[src/rtl/core/ame_pkg.sv]
// ----------------------------------------------------------------------------
// ame_pkg
// Shared types, constants and helpers of the alarm annunciator.
// ----------------------------------------------------------------------------
package ame_pkg;

  localparam int NUM_SOURCES = 8;
  localparam int SRC_W = (NUM_SOURCES > 1) ? $clog2(NUM_SOURCES) : 1;
  localparam int MUTE_LIMIT_DEFAULT = 3;
  localparam int THR_W = 4;
  localparam int CNT_W = 4;
  localparam logic [CNT_W-1:0] CNT_MAX = {CNT_W{1'b1}};

  typedef enum logic [1:0] {
    ST_IDLE       = 2'd0,
    ST_ON         = 2'd1,
    ST_SUPPRESSED = 2'd2
  } status_t;

  typedef enum logic [1:0] {
    CMD_RAISE = 2'd0,
    CMD_MUTE  = 2'd1,
    CMD_RESET = 2'd2,
    CMD_NONE  = 2'd3
  } cmd_t;

  typedef enum logic {
    DISP_SHOW  = 1'b0,
    DISP_CLEAR = 1'b1
  } disp_t;

  typedef enum logic [1:0] {
    S_IDLE,
    S_LOOK,
    S_SCAN,
    S_EMIT
  } state_t;

  typedef struct packed {
    status_t          status;
    logic [CNT_W-1:0] count;
  } entry_t;

  typedef struct packed {
    logic             rd_en;
    logic [SRC_W-1:0] rd_addr;
    logic             wr_en;
    logic [SRC_W-1:0] wr_addr;
    entry_t           wr_data;
    logic             clear;
  } mem_req_t;

  typedef struct packed {
    disp_t      event_kind;
    logic [2:0] alarm;
    logic       beep;
    logic       last_flag;
  } result_t;

  function automatic logic [SRC_W-1:0] lowest_on(input logic [NUM_SOURCES-1:0] v);
    logic [SRC_W-1:0] r;
    r = '0;
    for (int i = NUM_SOURCES - 1; i >= 0; i--) begin
      if (v[i]) begin
        r = SRC_W'(i);
      end
    end
    return r;
  endfunction

endpackage

[src/rtl/core/alarm_annunciator_mute_escalation.sv]
// ----------------------------------------------------------------------------
// alarm_annunciator_mute_escalation
// Alarm annunciator with per-source mute counting and escalation to ignored.
// A raise that shows an alarm reads its entry, writes it back, runs the
// priority scan and delivers its transaction; a mute delivers its display-off
// and, if other sources are still on, a promoted display-on after a scan; a
// reset command answers directly. One command at a time, paced by the registered
// read of the source store, its write-back, the priority scan and output stalls.
// Reset clears all sources, the active alarm and the output valid flag at once.
// ----------------------------------------------------------------------------
module alarm_annunciator_mute_escalation (
  input  logic        clk,
  input  logic        rst,
  input  logic        item_valid,
  output logic        item_ready,
  input  logic [1:0]  command,
  input  logic [2:0]  alarm_index,
  output logic        result_valid,
  input  logic        result_ready,
  output logic        display_event,
  output logic [2:0]  shown_alarm,
  output logic        beep_on,
  output logic        last,
  input  logic        psel,
  input  logic        penable,
  input  logic        pwrite,
  input  logic [2:0]  paddr,
  input  logic [31:0] pwdata,
  output logic [31:0] prdata,
  output logic        pready
);
  import ame_pkg::*;

  logic [THR_W-1:0] threshold;
  mem_req_t         mem_req;
  entry_t           mem_rd;
  result_t          result;

  assign pready = 1'b1;
  assign prdata = (paddr[2] == 1'b0) ? 32'(threshold) : 32'd0;

  always_ff @(posedge clk) begin
    if (rst) begin
      threshold <= THR_W'(MUTE_LIMIT_DEFAULT);
    end else if (psel && penable && pwrite && pready && paddr[2] == 1'b0) begin
      threshold <= pwdata[THR_W-1:0];
    end
  end

  ame_ctrl u_ctrl (
    .clk          (clk),
    .rst          (rst),
    .threshold    (threshold),
    .item_valid   (item_valid),
    .item_ready   (item_ready),
    .command      (command),
    .alarm_index  (alarm_index),
    .result_valid (result_valid),
    .result_ready (result_ready),
    .result       (result),
    .mem_req      (mem_req),
    .mem_rd       (mem_rd)
  );

  ame_mem u_mem (
    .clk     (clk),
    .rst     (rst),
    .req     (mem_req),
    .rd_data (mem_rd)
  );

  assign display_event = result.event_kind;
  assign shown_alarm   = result.alarm;
  assign beep_on       = result.beep;
  assign last          = result.last_flag;

endmodule

[src/rtl/core/ame_mem.sv]
// ----------------------------------------------------------------------------
// ame_mem
// Per-source status and mute count store with registered read.
// Entries that were never written since a clear read as idle with count zero.
// ----------------------------------------------------------------------------
module ame_mem (
  input  logic             clk,
  input  logic             rst,
  input  ame_pkg::mem_req_t req,
  output ame_pkg::entry_t  rd_data
);
  import ame_pkg::*;

  entry_t                 mem [NUM_SOURCES];
  logic [NUM_SOURCES-1:0] valid;
  entry_t                 data_q;
  logic                   valid_q;

  always_ff @(posedge clk) begin
    if (req.wr_en) begin
      mem[req.wr_addr] <= req.wr_data;
    end
    if (req.rd_en) begin
      data_q <= mem[req.rd_addr];
    end
  end

  always_ff @(posedge clk) begin
    if (rst) begin
      valid   <= '0;
      valid_q <= 1'b0;
    end else begin
      if (req.clear) begin
        valid <= '0;
      end else if (req.wr_en) begin
        valid[req.wr_addr] <= 1'b1;
      end
      if (req.rd_en) begin
        valid_q <= valid[req.rd_addr];
      end
    end
  end

  always_comb begin
    if (valid_q) begin
      rd_data = data_q;
    end else begin
      rd_data = '{status: ST_IDLE, count: '0};
    end
  end

endmodule

[src/rtl/core/ame_ctrl.sv]
// ----------------------------------------------------------------------------
// ame_ctrl
// Command sequencer: reads the addressed entry, updates it, keeps the pending
// mask and the active alarm, and hands display transactions to the output
// register.
// ----------------------------------------------------------------------------
module ame_ctrl (
  input  logic                      clk,
  input  logic                      rst,
  input  logic [ame_pkg::THR_W-1:0] threshold,
  input  logic                      item_valid,
  output logic                      item_ready,
  input  logic [1:0]                command,
  input  logic [2:0]                alarm_index,
  output logic                      result_valid,
  input  logic                      result_ready,
  output ame_pkg::result_t          result,
  output ame_pkg::mem_req_t         mem_req,
  input  ame_pkg::entry_t           mem_rd
);
  import ame_pkg::*;

  state_t                 state;
  state_t                 state_next;
  cmd_t                   cmd_q;
  logic [SRC_W-1:0]       addr_q;
  logic [NUM_SOURCES-1:0] on_vec;
  logic                   active_valid;
  logic [SRC_W-1:0]       active_alarm;
  result_t                res;
  logic                   res_more;

  logic                   accept;
  cmd_t                   cmd_in;
  logic                   raise_ok;
  logic [SRC_W-1:0]       rd_addr;
  logic                   raise_go;
  logic                   mute_go;
  logic [CNT_W-1:0]       cnt_inc;
  logic [NUM_SOURCES-1:0] rest_on;
  logic                   slot_free;
  logic [SRC_W-1:0]       lowest;

  assign item_ready = (state == S_IDLE);
  assign accept     = item_valid && item_ready;
  assign cmd_in     = cmd_t'(command);
  assign raise_ok   = int'(alarm_index) < NUM_SOURCES;
  assign rd_addr    = (cmd_in == CMD_MUTE) ? active_alarm : SRC_W'(alarm_index);
  assign raise_go   = (cmd_q == CMD_RAISE) && (mem_rd.status != ST_SUPPRESSED);
  assign mute_go    = (cmd_q == CMD_MUTE) && (mem_rd.status == ST_ON);
  assign cnt_inc    = (mem_rd.count == CNT_MAX) ? CNT_MAX : mem_rd.count + 1'b1;
  assign rest_on    = on_vec & ~(NUM_SOURCES'(1) << addr_q);
  assign slot_free  = !result_valid || result_ready;
  assign lowest     = lowest_on(on_vec);

  always_comb begin
    state_next = state;
    case (state)
      S_IDLE: begin
        if (accept) begin
          case (cmd_in)
            CMD_RAISE: state_next = raise_ok ? S_LOOK : S_IDLE;
            CMD_MUTE:  state_next = active_valid ? S_LOOK : S_IDLE;
            CMD_RESET: state_next = S_EMIT;
            default:   state_next = S_IDLE;
          endcase
        end
      end
      S_LOOK: begin
        if (raise_go && !active_valid) begin
          state_next = S_SCAN;
        end else if (mute_go) begin
          state_next = S_EMIT;
        end else begin
          state_next = S_IDLE;
        end
      end
      S_SCAN: state_next = S_EMIT;
      S_EMIT: begin
        if (slot_free) begin
          state_next = res_more ? S_SCAN : S_IDLE;
        end
      end
      default: state_next = S_IDLE;
    endcase
  end

  always_comb begin
    mem_req         = '0;
    mem_req.rd_en   = accept;
    mem_req.rd_addr = rd_addr;
    mem_req.clear   = accept && (cmd_in == CMD_RESET);
    mem_req.wr_addr = addr_q;
    case (state)
      S_LOOK: begin
        mem_req.wr_en = raise_go || mute_go;
        if (cmd_q == CMD_RAISE) begin
          mem_req.wr_data = '{status: ST_ON, count: mem_rd.count};
        end else begin
          mem_req.wr_data.count  = cnt_inc;
          mem_req.wr_data.status = (cnt_inc >= threshold) ? ST_SUPPRESSED : ST_IDLE;
        end
      end
      default: mem_req.wr_en = 1'b0;
    endcase
  end

  always_ff @(posedge clk) begin
    if (rst) begin
      state <= S_IDLE;
    end else begin
      state <= state_next;
    end
  end

  always_ff @(posedge clk) begin
    if (accept) begin
      cmd_q  <= cmd_in;
      addr_q <= rd_addr;
    end
    if (state == S_EMIT && slot_free) begin
      result <= res;
    end
  end

  always_ff @(posedge clk) begin
    if (rst) begin
      on_vec       <= '0;
      active_valid <= 1'b0;
      active_alarm <= '0;
      res          <= '0;
      res_more     <= 1'b0;
      result_valid <= 1'b0;
    end else begin
      if (accept && cmd_in == CMD_RESET) begin
        on_vec       <= '0;
        active_valid <= 1'b0;
        active_alarm <= '0;
        res          <= '{event_kind: DISP_CLEAR, alarm: 3'd0, beep: 1'b0, last_flag: 1'b1};
        res_more     <= 1'b0;
      end
      if (state == S_LOOK && raise_go) begin
        on_vec[addr_q] <= 1'b1;
      end
      if (state == S_LOOK && mute_go) begin
        on_vec[addr_q] <= 1'b0;
        active_valid   <= 1'b0;
        active_alarm   <= '0;
        res            <= '{event_kind: DISP_CLEAR, alarm: 3'd0, beep: 1'b0,
                            last_flag: (rest_on == '0)};
        res_more       <= (rest_on != '0);
      end
      if (state == S_SCAN) begin
        active_valid <= 1'b1;
        active_alarm <= lowest;
        res          <= '{event_kind: DISP_SHOW, alarm: 3'(lowest), beep: 1'b1,
                          last_flag: 1'b1};
        res_more     <= 1'b0;
      end
      if (state == S_EMIT && slot_free) begin
        result_valid <= 1'b1;
      end else if (result_ready) begin
        result_valid <= 1'b0;
      end
    end
  end

endmodule
[config.mk]
export PLATFORM = sky130hd
export DESIGN_NAME = alarm_annunciator_mute_escalation
export DESIGN_NICKNAME = d
export VERILOG_FILES = /design/src/rtl/core/ame_pkg.sv /design/src/rtl/core/alarm_annunciator_mute_escalation.sv /design/src/rtl/core/ame_mem.sv /design/src/rtl/core/ame_ctrl.sv
export SDC_FILE = /design/constraint.sdc
export NUM_CORES = 1
export LEC_CHECK = 0
export BUFFER_PORTS_ARGS = -buffer_cell sky130_fd_sc_hd__buf_2
export CAP_MARGIN = 20
export CORE_UTILIZATION = 40
export DETAILED_ROUTE_END_ITERATION = 6
export GPL_TIMING_DRIVEN = 0
export PLACE_DENSITY = 0.64
export REMOVE_ABC_BUFFERS = 1
export SYNTH_ARGS = -nofsm -noshare
export SYNTH_HDL_FRONTEND = slang
export SYNTH_SLANG_ARGS = --single-unit
[constraint.sdc]
create_clock -name clk -period 2.5 [get_ports clk]
set_clock_uncertainty 0.2 [all_clocks]
set_input_delay 0.5 -clock clk [delete_from_list [all_inputs] [get_ports clk]]
set_output_delay 0.5 -clock clk [all_outputs]
set_load 0.1 [all_outputs]
# After elaboration in Yosys (flattened, before gate mapping)
# Memory sizes are Yosys's and may differ from the RTL's. A register that Yosys moved wholly into a read port is not among the register bits.
# Cells that the tools add are included.
# Widths: inputs -> output; s select.
# classes
addsub	1
magnitude_cmp	4
eq_ne	11
n_shift	1
n_mux	47
n_bitwise	7
n_reduce_logical	27
# op_table
cell	count
$mux 8	5
$mux 3	12
$mux 6	5
$and 8x8->8	2
$not 8->8	2
$or 8x8->8	2
$logic_and 1x1->1	12
$mux 1	12
$mux 2	6
$eq 2x1->1 const B	4
$logic_not 8->1	1
$lt 3x4->1 const B	2
$mux 4	2
$pmux 2 s4	1
$reduce_bool 8->1	1
$shl 1x3->8 const A	1
$eq 2x2->1 const B	3
$logic_not 2->1	3
$pmux 2 s3	1
$mux 5	1
$add 4x1->4 const B	1
$eq 4x4->1 const B	1
$ge 4x4->1	1
$ne 2x2->1 const B	2
other kinds (11)	15
# word_totals
regBits	46
ramBits	48
inputBits	47
out_inout_bits	41
wordCells	118
memories	1
# mem_list
name	words	width	read_ports	rd_ports_with_merged_regs	wr	line	text
u_mem.mem	8	6	1	1	1	ame_mem.sv:14	entry_t mem [NUM_SOURCES];

# Longest topological paths before layout
# depth
word_depth	10
ltp_mapped	9
depth_no_buf	8

# Modules after synthesis
# Synthesis repeated with hierarchy kept, for this count alone.
# unflattened
cells_unflattened	339
hier_area_um2	4566.9
# by_module_without_submodules
mod	instances	cells_per_inst	area_each_um2
ame_mem	1	120	2457.4
ame_ctrl	1	166	1667.8
alarm_annunciator_mute_escalation	1	53	441.7

# Least setup slack after synthesis
# Ideal clock, no wire load.
# synth_timing
kind	flip-flop to flip-flop
from	register u_ctrl.state[1]
to	register u_ctrl.on_vec[7]
setup_ps	134
arrival_time_ps	2738
required_time_ps	2166
setup_slack_ps	-572
path_stages_with_launch	8
synth_period_minus_slack_ps	3072
cell_sequence	dfxtp_1 buf_2 nor2_1 nand2_1 inv_1 nand2_1 a22oi_1 a211oi_1
# synth_via
elab_chain_cells	10
# synth_lines
item	line	text
from (decl)	ame_ctrl.sv:23	state_t state;
from (signal assigned)	ame_ctrl.sv:112	state <= state_next;
$logic_not 2->1 *	ame_ctrl.sv:44	assign item_ready = (state == S_IDLE);
via item_ready	alarm_annunciator_mute_escalation.sv:15	output logic item_ready,
$logic_and 1x1->1 *	ame_ctrl.sv:45	assign accept = item_valid && item_ready;
$logic_and 1x1->1 *	ame_ctrl.sv:135	if (accept && cmd_in == CMD_RESET) begin
$mux 8 *	ame_ctrl.sv:135	
$mux 8 *	ame_ctrl.sv:127	if (rst) begin
$or 8x8->8 (no source line)	-	
$mux 8 *	ame_ctrl.sv:142	if (state == S_LOOK && raise_go) begin
$mux 8 *	ame_ctrl.sv:127	
$and 8x8->8 (no source line)	-	
$mux 8 *	ame_ctrl.sv:145	if (state == S_LOOK && mute_go) begin
to (signal assigned)	ame_ctrl.sv:128	on_vec <= '0;
to (signal, indexed assignment)	ame_ctrl.sv:143	on_vec[addr_q] <= 1'b1;
to (signal, indexed assignment)	ame_ctrl.sv:146	on_vec[addr_q] <= 1'b0;
to (decl)	ame_ctrl.sv:27	logic [NUM_SOURCES-1:0] on_vec;
# Mark *: on every way through the listed nets, which the timed path passes. The rest lies on a longest branch. The select of a mux whose other input is x is not followed.
# A chain may end at the register's enable or synchronous reset.

# Worst setup path after layout
# layout_timing
from	register u_ctrl.cmd_q[1]
to	memory u_mem.mem[4][3] in the netlist's numbering, enable pin
# layout_via
elab_chain_cells	6
# layout_lines
item	line	text
from (decl)	ame_ctrl.sv:25	cmd_t cmd_q;
from (signal assigned)	ame_ctrl.sv:118	cmd_q <= cmd_in;
$eq 2x1->1 or $logic_not 2->1 (tied branches)	ame_ctrl.sv:50, ame_ctrl.sv:49	
$logic_and 1x1->1 (on tied branches)	ame_ctrl.sv:50, ame_ctrl.sv:49	
$logic_or 1x1->1 *	ame_ctrl.sv:96	mem_req.wr_en = raise_go || mute_go;
$mux 1 *	ame_ctrl.sv:94	case (state)
$mux 1 *	ame_mem.sv:20	if (req.wr_en) begin
$mux 1 (implied by the code) *	ame_mem.sv:21	mem[req.wr_addr] <= req.wr_data;
to (decl)	ame_mem.sv:14	
# Every way passes the cells marked *; elsewhere a longest branch is shown, timed or not.

==> impl_metrics.tcl <==
set metrics [dict create \
    gr-usage-all-layers_pct 15.1 \
    synth-edff-count 65 \
    cp-end-kind "flip-flop" \
    fin_hold_ws_ns 0.161 \
    maxSlewHeadroom_pct 42.3 \
    io_pins 88 \
    synth-seq-cells 96 \
    setup_violations 6 \
    antenna_found_initial 0 \
    remaining_drc_errors 0 \
    die-area_mm2 0.0117 \
    clock-root-buffer "clkbuf_8" \
    crit_type "reg2reg" \
    firstDrtPassIters 4 \
    grt_overflow 0 \
    die_x_um 108 \
    cts_buffer_depth 2 \
    grt_util_met3_pct 3.32 \
    wl_per_cell_um 15.3 \
    dpl-instance-area_mm2 0.00465 \
    fillers 1022 \
    dpl.hpwl_um 5760 \
    leakage_nw 1.92 \
    coreArea_mm2 0.0109 \
    crit_fanout 8 \
    fin_crit_sh_pct 101 \
    grt_max_degree 25 \
    multiInputGateArea_mm2 0.00170 \
    io_buffers 28 \
    dp.cells 532 \
    hp-class "in2reg" \
    grt-busiest-layer "met2" \
    diodes 0 \
    timing.final.ws_setup_ns -0.0219 \
    start_util_pct 41.3 \
    place_ws_ns -0.298 \
    ir_worst_vdd_v 0.000363 \
    status "finished, violations left" \
    gp_congestion 0.779 \
    layout-drive-gt1-share_pct 14.5 \
    via_count 2820 \
    cts_num_sinks 96 \
    avgSynthCellArea_um2 11.8 \
    vias_per_cell 5.15 \
    rsz0062_at_grt "true" \
    hold_buffers 0 \
    tightest_slew_ns 0.863 \
    nNetsFinal 454 \
    cp_cell_sequence "or2_1, a31oi_1, o21ai_1, nor2_1" \
    cts_htree_levels 3 \
    ys_async_sr_fraction_pct 0 \
    register_area_mm2 0.00257 \
    syn2layout_area_growth_pct 8.32 \
    clk_pin_slew_ns 0.10 \
    ant_nets 0 \
    post-cts-setup-buffers 0 \
    cts_tree "done" \
    critPathLaunchType "flip-flop" \
    use_met2_pct 24.4 \
    synth_seq_area_share_pct 57.2 \
    first_global_vias 2573 \
    worstPathArrival_ns 2.32 \
    max_stage_delay_ns 0.73 \
    ys_warn_count 0 \
    cts_buffers 9 \
    violations "negative setup slack" \
    drt-total-wl_um 8400 \
    grtUsageMet1_pct 20.2 \
    stdcell_area_mm2 0.00487 \
    grt_pass1_wl_um 13200 \
    syn-cell-area_mm2 0.00450 \
    die_h_um 108 \
    drv_slew 0 \
    drt_first_iter_violations 154 \
    yosys_most_used_dff "edfxtp_1" \
    instances_no_fill 548 \
    hold_viol 0 \
    p_per_area_mw_per_mm2 676 \
    maxClockFrequency_mhz 397 \
    cp_data_required_time_ns 2.29 \
    max-cap-violations 0 \
    worstSkewPairLatency_ns 0.36 \
    critPathSlowestCell "nor2_1" \
    synthesis.instances 380 \
    rows 38 \
    cp_top_family "simple AND/OR/NAND/NOR gates" \
    fin_crit_ns 2.52 \
    synth.distinct_cells 47 \
    critical_path_buf_inv_count 0 \
]
-- synthesized netlist by cell type, types with 3 or more instances --
master / instances / area [µm²]
o22ai_1: 3 / 18.8
o21a_1: 8 / 60.1
nand2b_1: 5 / 31.3
clkbuf_1: 7 / 26.3
nor3b_1: 3 / 22.5
buf_2: 3 / 15.0
dfxtp_1: 31 / 621
nand3b_1: 4 / 30.0
nor3_1: 11 / 55.1
a21oi_1: 16 / 80.1
ha_1: 4 / 50.1
a31oi_1: 4 / 25.0
mux2_2: 6 / 67.6
nand3_1: 3 / 15.0
nor2_1: 39 / 146
edfxtp_1: 65 / 1950
and3_1: 3 / 18.8
nand2_1: 16 / 60.1
nor2b_1: 6 / 37.5
a211oi_1: 11 / 82.6
inv_1: 13 / 48.8
buf_4: 32 / 240
a22oi_1: 9 / 67.6
mux2i_1: 43 / 430
and2_1: 3 / 18.8
-- registers in the layout (all words and copies together) (netlist names) --
register and flops:
u_mem.mem 48, u_ctrl.on_vec 8, u_mem.valid 8, u_ctrl.res 6, u_ctrl.result 6, u_mem.data_q 6, threshold 4, u_ctrl.addr_q 3
u_ctrl.cmd_q 2, u_ctrl.state 2, u_ctrl.res_more 1, u_ctrl.result_valid 1, u_mem.valid_q 1
-- worst paths after layout --
| path | startpoint | end | slack (ns) | cells past startpoint |
|---|---|---|---|---|
| hold / removal | command[1] | u_ctrl.cmd_q[1] | 0.16 | 1 |
| setup reg to reg | u_ctrl.cmd_q[1] | u_mem.mem[4][3] | -0.02 | 4 |
| setup / recovery | u_ctrl.cmd_q[1] | u_mem.mem[4][3] | -0.02 | 4 |
| hold reg to reg | u_ctrl.res[0] | u_ctrl.result[0] | 0.24 | 0 |
-- layer usage --
metal  up-vias  wire length [µm]
met4         0                78
met1      1358              3760
met2        82              4150
met5         -                 0
li1       1375                 -
met3         5               401
-- logic make-up after synthesis --
logic type | synth area share [%]
and+or+nand+nor | 11.6
DFF | 57.2
AOI/OAI and AO/OA | 10.2
buffers and inverters | 7.85
muxes | 11.9
adders and majority gates | 1.11
other | 0.167
-- per-stage QoR --
step	setup TNS, ns	total power, mW	utilization (%)
finish	-0.104	3.30	44.7
global placement	-12.62	2.30	42.3
floorplan	-15.52	2.22	-
global route	-2.62	3.42	44.7
detailed placement	-1.57	2.31	42.7
CTS	-0.153	3.32	44.7
-- power breakdown --
part           switching (mW)  total (mW)  internal (mW)
registers              0.0499        1.78           1.73
clock network           0.609        1.01          0.405
logic                   0.387       0.502          0.116
-- area by class of cell --
cell class                 count  area share, %
tap                          140           3.60
multi-input combinational    254           34.9
clock buffer                   9           2.54
sequential                    96           52.8
clock inverter                 7           1.72
inverter                      13           1.00
timing repair buffer          29           3.44
-- what timing repair did --
item | CTS | global route
pin swaps | 0 | 0
gates resized for setup | 1 | 2
setup endpoints to repair | 20 | 63
-- cell usage in the layout (no fill, tap or decap), types with 3 or more instances in the layout --
cell       n
a211oi_1  11
a21oi_1   16
a22oi_1    9
a31oi_1    4
and2_1     3
and3_1     3
buf_2     28
clkbuf_8   9
conb_1    29
dfxtp_1   30
edfxtp_1  65
ha_1       4
inv_1     13
inv_8      3
mux2_2     6
mux2i_1   43
nand2_1   16
nand2b_1   5
nand3_1    3
nand3b_1   4
nor2_1    39
nor2b_1    6
nor3_1     9
nor3b_1    3
o21a_1     8
o22ai_1    3
Note: power is estimated with default switching activity, not from simulation.
